$ cat config.mk
export PLATFORM = sky130hd
export DESIGN_NAME = round_robin_slice_scheduler_unit
export DESIGN_NICKNAME = d
export VERILOG_FILES = /design/src/sv/rrss_pkg.sv /design/src/sv/rrss_entry_ram.sv /design/src/sv/rrss_picker.sv /design/src/sv/round_robin_slice_scheduler_unit.sv
export VERILOG_INCLUDE_DIRS = /design/src /design/src/sv
export SDC_FILE = /design/constraint.sdc
export NUM_CORES = 1
export LEC_CHECK = 0
export ABC_AREA = 1
export BUFFER_PORTS_ARGS = -buffer_cell sky130_fd_sc_hd__buf_2
export CAP_MARGIN = 20
export CORE_MARGIN = 2
export CORE_UTILIZATION = 60
export DETAILED_ROUTE_END_ITERATION = 6
export PLACE_DENSITY_LB_ADDON = 0.3
export RECOVER_POWER = 25
export SLEW_MARGIN = 10
export SYNTH_ARGS = -nofsm -noshare
export SYNTH_HDL_FRONTEND = slang
export SYNTH_HIERARCHICAL = 1
export SYNTH_SLANG_ARGS = --single-unit
$ cat constraint.sdc
create_clock -name clk -period 6.84 [get_ports clk]
set_input_delay 1.368 -clock clk [delete_from_list [all_inputs] [get_ports clk]]
set_output_delay 1.368 -clock clk [all_outputs]
set_load 0.005 [all_outputs]
$ cat src/sv/round_robin_slice_scheduler_unit_assert.svh
// Assertion macros for the round-robin slice scheduler.
// Needs clk and rst_n in the scope of each use.
`ifndef ROUND_ROBIN_SLICE_SCHEDULER_UNIT_ASSERT_SVH
`define ROUND_ROBIN_SLICE_SCHEDULER_UNIT_ASSERT_SVH
`ifndef NO_ASSERTIONS
`define RRSS_ASSERT_IMP(lbl, ant, cons) \
    lbl: assert property (@(posedge clk) disable iff (!rst_n) (ant) |-> (cons)) \
        else $error("assertion failed");
`define RRSS_ASSERT_NEXT(lbl, ant, cons) \
    lbl: assert property (@(posedge clk) disable iff (!rst_n) (ant) |=> (cons)) \
        else $error("assertion failed");
`else
`define RRSS_ASSERT_IMP(lbl, ant, cons)
`define RRSS_ASSERT_NEXT(lbl, ant, cons)
`endif
`endif

$ cat src/sv/rrss_pkg.sv
// Types, sizes and codes for the round-robin slice scheduler.
// No dependencies.
package rrss_pkg;

    localparam int MAX_ENTRIES = 16;
    localparam int IDX_W       = $clog2(MAX_ENTRIES);
    localparam int CNT_W       = $clog2(MAX_ENTRIES + 1);

    localparam int QUANTUM_W = 16;
    localparam int BURST_W   = 16;
    localparam int CLOCK_W   = 24;
    localparam int WAIT_W    = 28;

    localparam logic [1:0] ACT_LOAD  = 2'd0;
    localparam logic [1:0] ACT_STEP  = 2'd1;
    localparam logic [1:0] ACT_CLEAR = 2'd2;

    typedef struct packed {
        logic [1:0]         action;
        logic [BURST_W-1:0] burst;
    } cmd_t;

    typedef struct packed {
        logic [3:0]         proc_index;
        logic [CLOCK_W-1:0] slice_start;
        logic [CLOCK_W-1:0] slice_end;
        logic               proc_finished;
        logic               all_done;
        logic [WAIT_W-1:0]  total_wait;
    } result_t;

    typedef struct packed {
        logic [BURST_W-1:0] remaining;
        logic [CLOCK_W-1:0] run_before;
    } entry_t;

    typedef struct packed {
        logic             found;
        logic [IDX_W-1:0] idx;
    } pick_t;

endpackage

$ cat src/sv/rrss_entry_ram.sv
// Generic single-write, single-read synchronous RAM with a registered read port.
// No dependencies.
module rrss_entry_ram #(
    parameter int DATA_W = 40,
    parameter int DEPTH  = 16,
    parameter int ADDR_W = $clog2(DEPTH)
) (
    input  logic              clk,
    input  logic              we,
    input  logic [ADDR_W-1:0] waddr,
    input  logic [DATA_W-1:0] wdata,
    input  logic              re,
    input  logic [ADDR_W-1:0] raddr,
    output logic [DATA_W-1:0] rdata
);

    logic [DATA_W-1:0] mem [DEPTH];
    logic [DATA_W-1:0] rdata_reg;

    always_ff @(posedge clk)
    begin
        if (we)
        begin
            mem[waddr] <= wdata;
        end
        if (re)
        begin
            rdata_reg <= mem[raddr];
        end
    end

    assign rdata = rdata_reg;

endmodule

$ cat src/sv/rrss_picker.sv
// Rotating priority search for the next entry with work left.
// Depends on rrss_pkg.
module rrss_picker (
    input  logic [rrss_pkg::MAX_ENTRIES-1:0] avail,
    input  logic [rrss_pkg::IDX_W-1:0]       pos,
    output rrss_pkg::pick_t                  pick
);
    import rrss_pkg::*;

    logic [MAX_ENTRIES-1:0] upper;
    logic [IDX_W-1:0]       lo_idx;
    logic [IDX_W-1:0]       hi_idx;

    always_comb
    begin
        upper  = avail & ({MAX_ENTRIES{1'b1}} << pos);
        lo_idx = '0;
        hi_idx = '0;
        for (int i = MAX_ENTRIES - 1; i >= 0; i--)
        begin
            if (avail[i])
            begin
                lo_idx = IDX_W'(i);
            end
            if (upper[i])
            begin
                hi_idx = IDX_W'(i);
            end
        end
        pick.found = |avail;
        pick.idx   = (|upper) ? hi_idx : lo_idx;
    end

endmodule

$ cat src/sv/round_robin_slice_scheduler_unit.sv
// Round-robin slice scheduler top level: command decode, slice update, result word.
// Depends on rrss_pkg, rrss_entry_ram, rrss_picker and the assertion header.
//
// A load or clear word gives no result; action 3 is dropped. A step word is
// handled first in ST_IDLE, which searches the work flags and reads the chosen
// entry from the entry RAM, then in ST_EXEC, which computes the slice and writes
// the entry back; busy is high in ST_EXEC. The result word is shown with
// result_strobe for exactly one cycle after ST_EXEC and cannot be held
// off, so a sink must take it then; a new word may be started in that cycle.
`include "round_robin_slice_scheduler_unit_assert.svh"
module round_robin_slice_scheduler_unit (
    input  logic                          clk,
    input  logic                          rst_n,
    input  logic                          start,
    output logic                          busy,
    input  rrss_pkg::cmd_t                cmd,
    output logic                          result_strobe,
    output rrss_pkg::result_t             result,
    input  logic                          cfg_valid,
    output logic                          cfg_ready,
    input  logic [rrss_pkg::QUANTUM_W-1:0] cfg_data
);
    import rrss_pkg::*;

    typedef enum logic {ST_IDLE, ST_EXEC} state_t;

    state_t                 state_reg, state_next;
    logic                   strobe_reg, strobe_next;
    result_t                result_reg, result_next;

    logic [QUANTUM_W-1:0]   quantum_reg, quantum_next;
    logic [CNT_W-1:0]       count_reg, count_next;
    logic [IDX_W-1:0]       next_pos_reg, next_pos_next;
    logic [CLOCK_W-1:0]     clock_reg, clock_next;
    logic [WAIT_W-1:0]      wait_reg, wait_next;
    logic [MAX_ENTRIES-1:0] flags_reg, flags_next;
    pick_t                  pick_reg, pick_next;

    logic                   accept;
    logic [MAX_ENTRIES-1:0] avail;
    logic [IDX_W-1:0]       pos;

    logic                   ram_we;
    logic [IDX_W-1:0]       ram_waddr;
    entry_t                 ram_wdata;
    logic                   ram_re;
    entry_t                 ram_rdata;

    logic [QUANTUM_W-1:0]   q_eff;
    logic                   fin;
    logic [BURST_W-1:0]     slice;
    logic [CLOCK_W:0]       end_sum;
    logic [CLOCK_W-1:0]     slice_end;
    logic [CLOCK_W:0]       rb_sum;
    logic [CLOCK_W-1:0]     rb_new;
    logic [CLOCK_W-1:0]     wait_add;
    logic [WAIT_W:0]        wait_sum;
    logic [WAIT_W-1:0]      wait_new;
    logic [CNT_W-1:0]       idx_plus;

    assign accept    = start && (state_reg == ST_IDLE);
    assign busy      = (state_reg == ST_EXEC);
    assign cfg_ready = 1'b1;

    always_comb
    begin
        for (int i = 0; i < MAX_ENTRIES; i++)
        begin
            avail[i] = flags_reg[i] && (CNT_W'(i) < count_reg);
        end
        pos = (CNT_W'(next_pos_reg) < count_reg) ? next_pos_reg : '0;
    end

    rrss_picker u_picker (
        .avail (avail),
        .pos   (pos),
        .pick  (pick_next)
    );

    rrss_entry_ram #(
        .DATA_W ($bits(entry_t)),
        .DEPTH  (MAX_ENTRIES)
    ) u_ram (
        .clk   (clk),
        .we    (ram_we),
        .waddr (ram_waddr),
        .wdata (ram_wdata),
        .re    (ram_re),
        .raddr (pick_next.idx),
        .rdata (ram_rdata)
    );

    always_comb
    begin
        q_eff     = (quantum_reg == '0) ? QUANTUM_W'(1) : quantum_reg;
        fin       = (ram_rdata.remaining <= q_eff);
        slice     = fin ? ram_rdata.remaining : q_eff;
        end_sum   = {1'b0, clock_reg} + (CLOCK_W + 1)'(slice);
        slice_end = end_sum[CLOCK_W] ? {CLOCK_W{1'b1}} : end_sum[CLOCK_W-1:0];
        rb_sum    = {1'b0, ram_rdata.run_before} + (CLOCK_W + 1)'(slice);
        rb_new    = rb_sum[CLOCK_W] ? {CLOCK_W{1'b1}} : rb_sum[CLOCK_W-1:0];
        wait_add  = (clock_reg >= ram_rdata.run_before) ?
                    (clock_reg - ram_rdata.run_before) : '0;
        wait_sum  = {1'b0, wait_reg} + (WAIT_W + 1)'(wait_add);
        wait_new  = wait_sum[WAIT_W] ? {WAIT_W{1'b1}} : wait_sum[WAIT_W-1:0];
        idx_plus  = CNT_W'(pick_reg.idx) + CNT_W'(1);
    end

    always_comb
    begin
        state_next    = state_reg;
        strobe_next   = 1'b0;
        result_next   = result_reg;
        quantum_next  = quantum_reg;
        count_next    = count_reg;
        next_pos_next = next_pos_reg;
        clock_next    = clock_reg;
        wait_next     = wait_reg;
        flags_next    = flags_reg;
        ram_we        = 1'b0;
        ram_waddr     = count_reg[IDX_W-1:0];
        ram_wdata     = '{remaining: cmd.burst, run_before: '0};
        ram_re        = 1'b0;

        if (cfg_valid && cfg_ready)
        begin
            quantum_next = cfg_data;
        end

        unique case (state_reg)
            ST_IDLE:
            begin
                if (accept)
                begin
                    case (cmd.action)
                        ACT_LOAD:
                        begin
                            if (count_reg < CNT_W'(MAX_ENTRIES))
                            begin
                                ram_we = 1'b1;
                                flags_next[count_reg[IDX_W-1:0]] = (cmd.burst != '0);
                                count_next = count_reg + CNT_W'(1);
                            end
                        end
                        ACT_STEP:
                        begin
                            ram_re     = 1'b1;
                            state_next = ST_EXEC;
                        end
                        ACT_CLEAR:
                        begin
                            count_next    = '0;
                            next_pos_next = '0;
                            clock_next    = '0;
                            wait_next     = '0;
                        end
                        default:
                        begin
                        end
                    endcase
                end
            end
            ST_EXEC:
            begin
                state_next  = ST_IDLE;
                strobe_next = 1'b1;
                if (!pick_reg.found)
                begin
                    result_next = '{proc_index: '0, slice_start: '0, slice_end: '0,
                                    proc_finished: 1'b0, all_done: 1'b1,
                                    total_wait: wait_reg};
                end
                else
                begin
                    ram_we     = 1'b1;
                    ram_waddr  = pick_reg.idx;
                    clock_next = slice_end;
                    if (fin)
                    begin
                        ram_wdata = '{remaining: '0, run_before: ram_rdata.run_before};
                        flags_next[pick_reg.idx] = 1'b0;
                        wait_next = wait_new;
                    end
                    else
                    begin
                        ram_wdata = '{remaining: ram_rdata.remaining - slice,
                                      run_before: rb_new};
                    end
                    next_pos_next = (idx_plus >= count_reg) ? '0 : idx_plus[IDX_W-1:0];
                    result_next = '{proc_index: 4'(pick_reg.idx), slice_start: clock_reg,
                                    slice_end: slice_end, proc_finished: fin,
                                    all_done: 1'b0,
                                    total_wait: fin ? wait_new : wait_reg};
                end
            end
            default:
            begin
                state_next = ST_IDLE;
            end
        endcase
    end

    always_ff @(posedge clk or negedge rst_n)
    begin
        if (!rst_n)
        begin
            state_reg  <= ST_IDLE;
            strobe_reg <= 1'b0;
        end
        else
        begin
            state_reg  <= state_next;
            strobe_reg <= strobe_next;
        end
    end

    always_ff @(posedge clk)
    begin
        result_reg <= result_next;
        if (accept)
        begin
            pick_reg <= pick_next;
        end
    end

    always_ff @(posedge clk or negedge rst_n)
    begin
        if (!rst_n)
        begin
            quantum_reg  <= QUANTUM_W'(1);
            count_reg    <= '0;
            next_pos_reg <= '0;
            clock_reg    <= '0;
            wait_reg     <= '0;
            flags_reg    <= '0;
        end
        else
        begin
            quantum_reg  <= quantum_next;
            count_reg    <= count_next;
            next_pos_reg <= next_pos_next;
            clock_reg    <= clock_next;
            wait_reg     <= wait_next;
            flags_reg    <= flags_next;
        end
    end

    assign result_strobe = strobe_reg;
    assign result        = result_reg;

    `RRSS_ASSERT_NEXT(a_exec_one_cycle, busy, !busy && result_strobe)
    `RRSS_ASSERT_IMP(a_strobe_after_exec, result_strobe, $past(busy))
    `RRSS_ASSERT_IMP(a_done_no_finish, result_strobe && result.all_done, !result.proc_finished)
    `RRSS_ASSERT_IMP(a_slice_order, result_strobe && !result.all_done,
                     result.slice_end >= result.slice_start)

endmodule
==> results by group <==
Setup path
  – WP data required: 7130 ps
  – Worst EP arrival: 6310 ps
  – CP Launch Type: register
  – Internal reg-to-reg setup slack: 820 ps
  – CP max FO: 43
  – Crit path kind: reg2reg
  – R2R depth: 10
  – Crit path largest cell delay: between 1000 and 1500 ps
  – Crit. End Element: register
  – CP max-delay cell: nor2_1
  – Worst r2r dst: u_ram/mem[4][6]
  – Reg2Reg Launch Point: busy
  – Worst-path cell chain: inv_1 > nand2_1 > inv_1 > nand2_1 > nor3_1 > inv_1 > nand2_1 > nand3b_1 > nor2_1 > buf_4

Logic synthesis
  – Register bit total from synthesis: 862
  – Post-synth EDFFs: 767
  – Yosys top cell area share: 50.5%
  – Seq/Total Area, Yosys: 55.7%
  – Mapped Area: 45600 um^2
  – Syn_nets: 5377
  – Syn avg cell area: 8.76 um^2
  – Biggest area consumer among synthesized cells: edfxtp_1
  – Main area contributors after synthesis: edfxtp_1 (51%), nand2_1 (13%), inv_1 (7.2%)
  – Most frequent cell after synthesis: nand2_1
  – Syn Inst Count: 5205
  – Yosys warns: 6
  – Post-synth top cells: nand2_1 (1607), inv_1 (871), edfxtp_1 (767)
  – Most used flip-flop cell after synthesis: edfxtp_1
  – Unique cell type count in the Yosys netlist: 57
  – Post-synth ARST share: approximately 11%

GRT
  – GRT Total Usage: 32.7%
  – Met1 GRT Util: 45.8%
  – First-pass GRT wire length: 195000 um
  – Met3 Track Usage GR: 4.47%
  – GRT Residual Overflow: 0
  – GR Util met2: roughly 52%
  – Initial antenna violation count: 0
  – Number of global-route vias before repair: 33.9k
  – Global route hottest layer: met2
  – Largest net degree at the start of global routing: ~180

Finish
  – Proportion of layout cells with a drive suffix above 1: about 7%
  – Synthesis-to-finish area growth: 9.89%
  – FILL cells: 6060
  – Final nets: 5476
  – Max FFs per register: 640

Routing
  – # DRC: 0
  – Final ANT Viol Nets: 0
  – Final wirelength: 128000 um
  – DRT iter0 DRCs: between 4k and 5k
  – DR WL/cell: 20.1 um
  – Via count: around 36k
  – Drt pass-1 iters: 6
  – Vias per cell: 5.69

Timing
  – Slew Viols, Final: ~370
  – Setup TNS: 0 ps
  – Period minus WS final: 6020 ps
  – Final hold vios: 0
  – Clock Skew: around 53 ps
  – RSZ-0062 raised after global routing: no
  – Achievable frequency: 0.166 GHz
  – Final setup violating endpoints: 0
  – Final worst path period share: 88.0%
  – Worst-Margin Slew: 3610 ps
  – Slew headroom: -141%

Clock network
  – Post-CTS setup buffer count: 0
  – Cts bufs inserted: 90
  – Sink Count: about 860
  – Post-CTS sizing: 0
  – CTS tree: yes
  – Hold buffer count at CTS: 0
  – Clk root buf: clkbuf_16
  – Insertion delay to the later sink of the worst-skew pair: 680 ps
  – CTS clock-pin slew for the worst setup and hold paths: 60 ps
  – CTS H-Tree Depth: 3
  – Longest Clk Path Bufs: 3

Floorplanning
  – Top Ports: 123
  – Initial Utilization: 60.3%
  – Core Region: 75600 um^2
  – Area of the die: between 70000 and 80000 um^2
  – Chip Width: 280 um
  – Die Y-Extent: 280 um
  – Site row count: 101

Hold path
  – Hold crit path type: reg2reg
  – Hold Path Origin: flags_reg[11]
  – Hold Path Cell Cnt: 2
  – Hold endpoint: flags_reg[11]

Status
  – Outcome: finished, violations left
  – Failing checks: max-capacitance violations, max-slew violations

Placed design
  – Final GP Congestion: 0.982
  – HPWL Detailed: 81200 um
  – I/O Buffers: between 100 and 150

Flow run
  – Max-cap violations: 10

Pwr
  – Leakage: around 23 nW
  – Pwr Density: 354 nW/um^2
  – Tot Pwr: 17.7 mW
  – Worst vdd ir: 0.358 mV
worst max path at each step:
stage,start,end,slack [ps]
3_5_place_dp,quantum_reg[5],u_ram/mem[15][2],920
4_1_cts,quantum_reg[5],u_ram/mem[15][15],850
2_1_floorplan,busy,u_ram/mem[12][0],1380
5_1_grt,busy,u_ram/mem[4][6],340
3_3_place_gp,quantum_reg[5],u_ram/mem[9][36],960
6_report,busy,u_ram/mem[4][6],820
cells in the final DEF, fill, tap and decap left out, types with 17 or more instances in the layout:
cell / Yosys / layout
edfxtp_1: 767 / 767
buf_4: 30 / 49
nor3_1: 29 / 29
o21ai_0: 191 / 193
nand3_1: 620 / 620
o21ai_1: 44 / 41
clkinv_1: 1 / 18
ha_1: 129 / 129
nor2_1: 258 / 247
clkbuf_16: 0 / 90
dfrtp_1: 94 / 94
xor2_1: 37 / 37
buf_2: 74 / 85
nand2_1: 1607 / 1605
nand4_1: 41 / 41
xnor2_1: 27 / 27
inv_1: 871 / 873
a21oi_1: 125 / 125
a31oi_1: 18 / 17
clkbuf_1: 53 / 68
per-stage QoR:
stage | setup WS (ps) | area [um^2] | hold WS (ps) | std cells | util, %
detailed placement | 921 | 47100 | 488 | 6180 | 62.4
global route | 344 | 50100 | 524 | 6358 | 66.3
finish | 822 | 50100 | 502 | 6360 | 66.3
CTS | 853 | 50100 | 502 | 6348 | 66.3
global placement | 964 | 47000 | 481 | 6175 | 62.3
floorplan | 1380 | 45600 | 448 | 5205 | -
cell type report:
class	count	area, um^2	share of cell area, %
clock buffer	115	2420	4.82
tap	978	1220	2.44
inverter	887	3340	6.67
sequential	862	25400	50.7
multi-input combinational	3262	15900	31.6
antenna	2	5.00	0.00999
timing repair buffer	201	1260	2.52
clock inverter	53	576	1.15
per-layer routing:
layer  routed length (um)  up-vias
met5                    0        -
met4                 4770        0
met3                12300      314
met2                59000     1892
met1                52000    16891
li1                     -    17064
power by group:
part | switching, mW | total [mW] | internal [mW]
combinational | 4.50 | 6.37 | 1.88
clock | 2.09 | 4.92 | 2.83
sequential | 0.266 | 6.43 | 6.16
cell families after synthesis:
| group | count (synthesis) | synth area share (%) |
|---|---|---|
| compound gates | 442 | 5.32 |
| xor+xnor | 64 | 1.23 |
| fa+ha+maj | 134 | 3.76 |
| buf+inv | 1081 | 9.74 |
| flops | 862 | 55.7 |
| other cells | 1 | 0.00823 |
| simple gates | 2621 | 24.2 |
critical path, delay by kind of cell, from the launching register on:
family | cells | cell delay (ps)
buffers and inverters | 4 | 2020
flip-flops | 1 | 780
AND/OR/NAND/NOR | 6 | 2820
No activity file was read; power rests on OpenSTA's default activity.
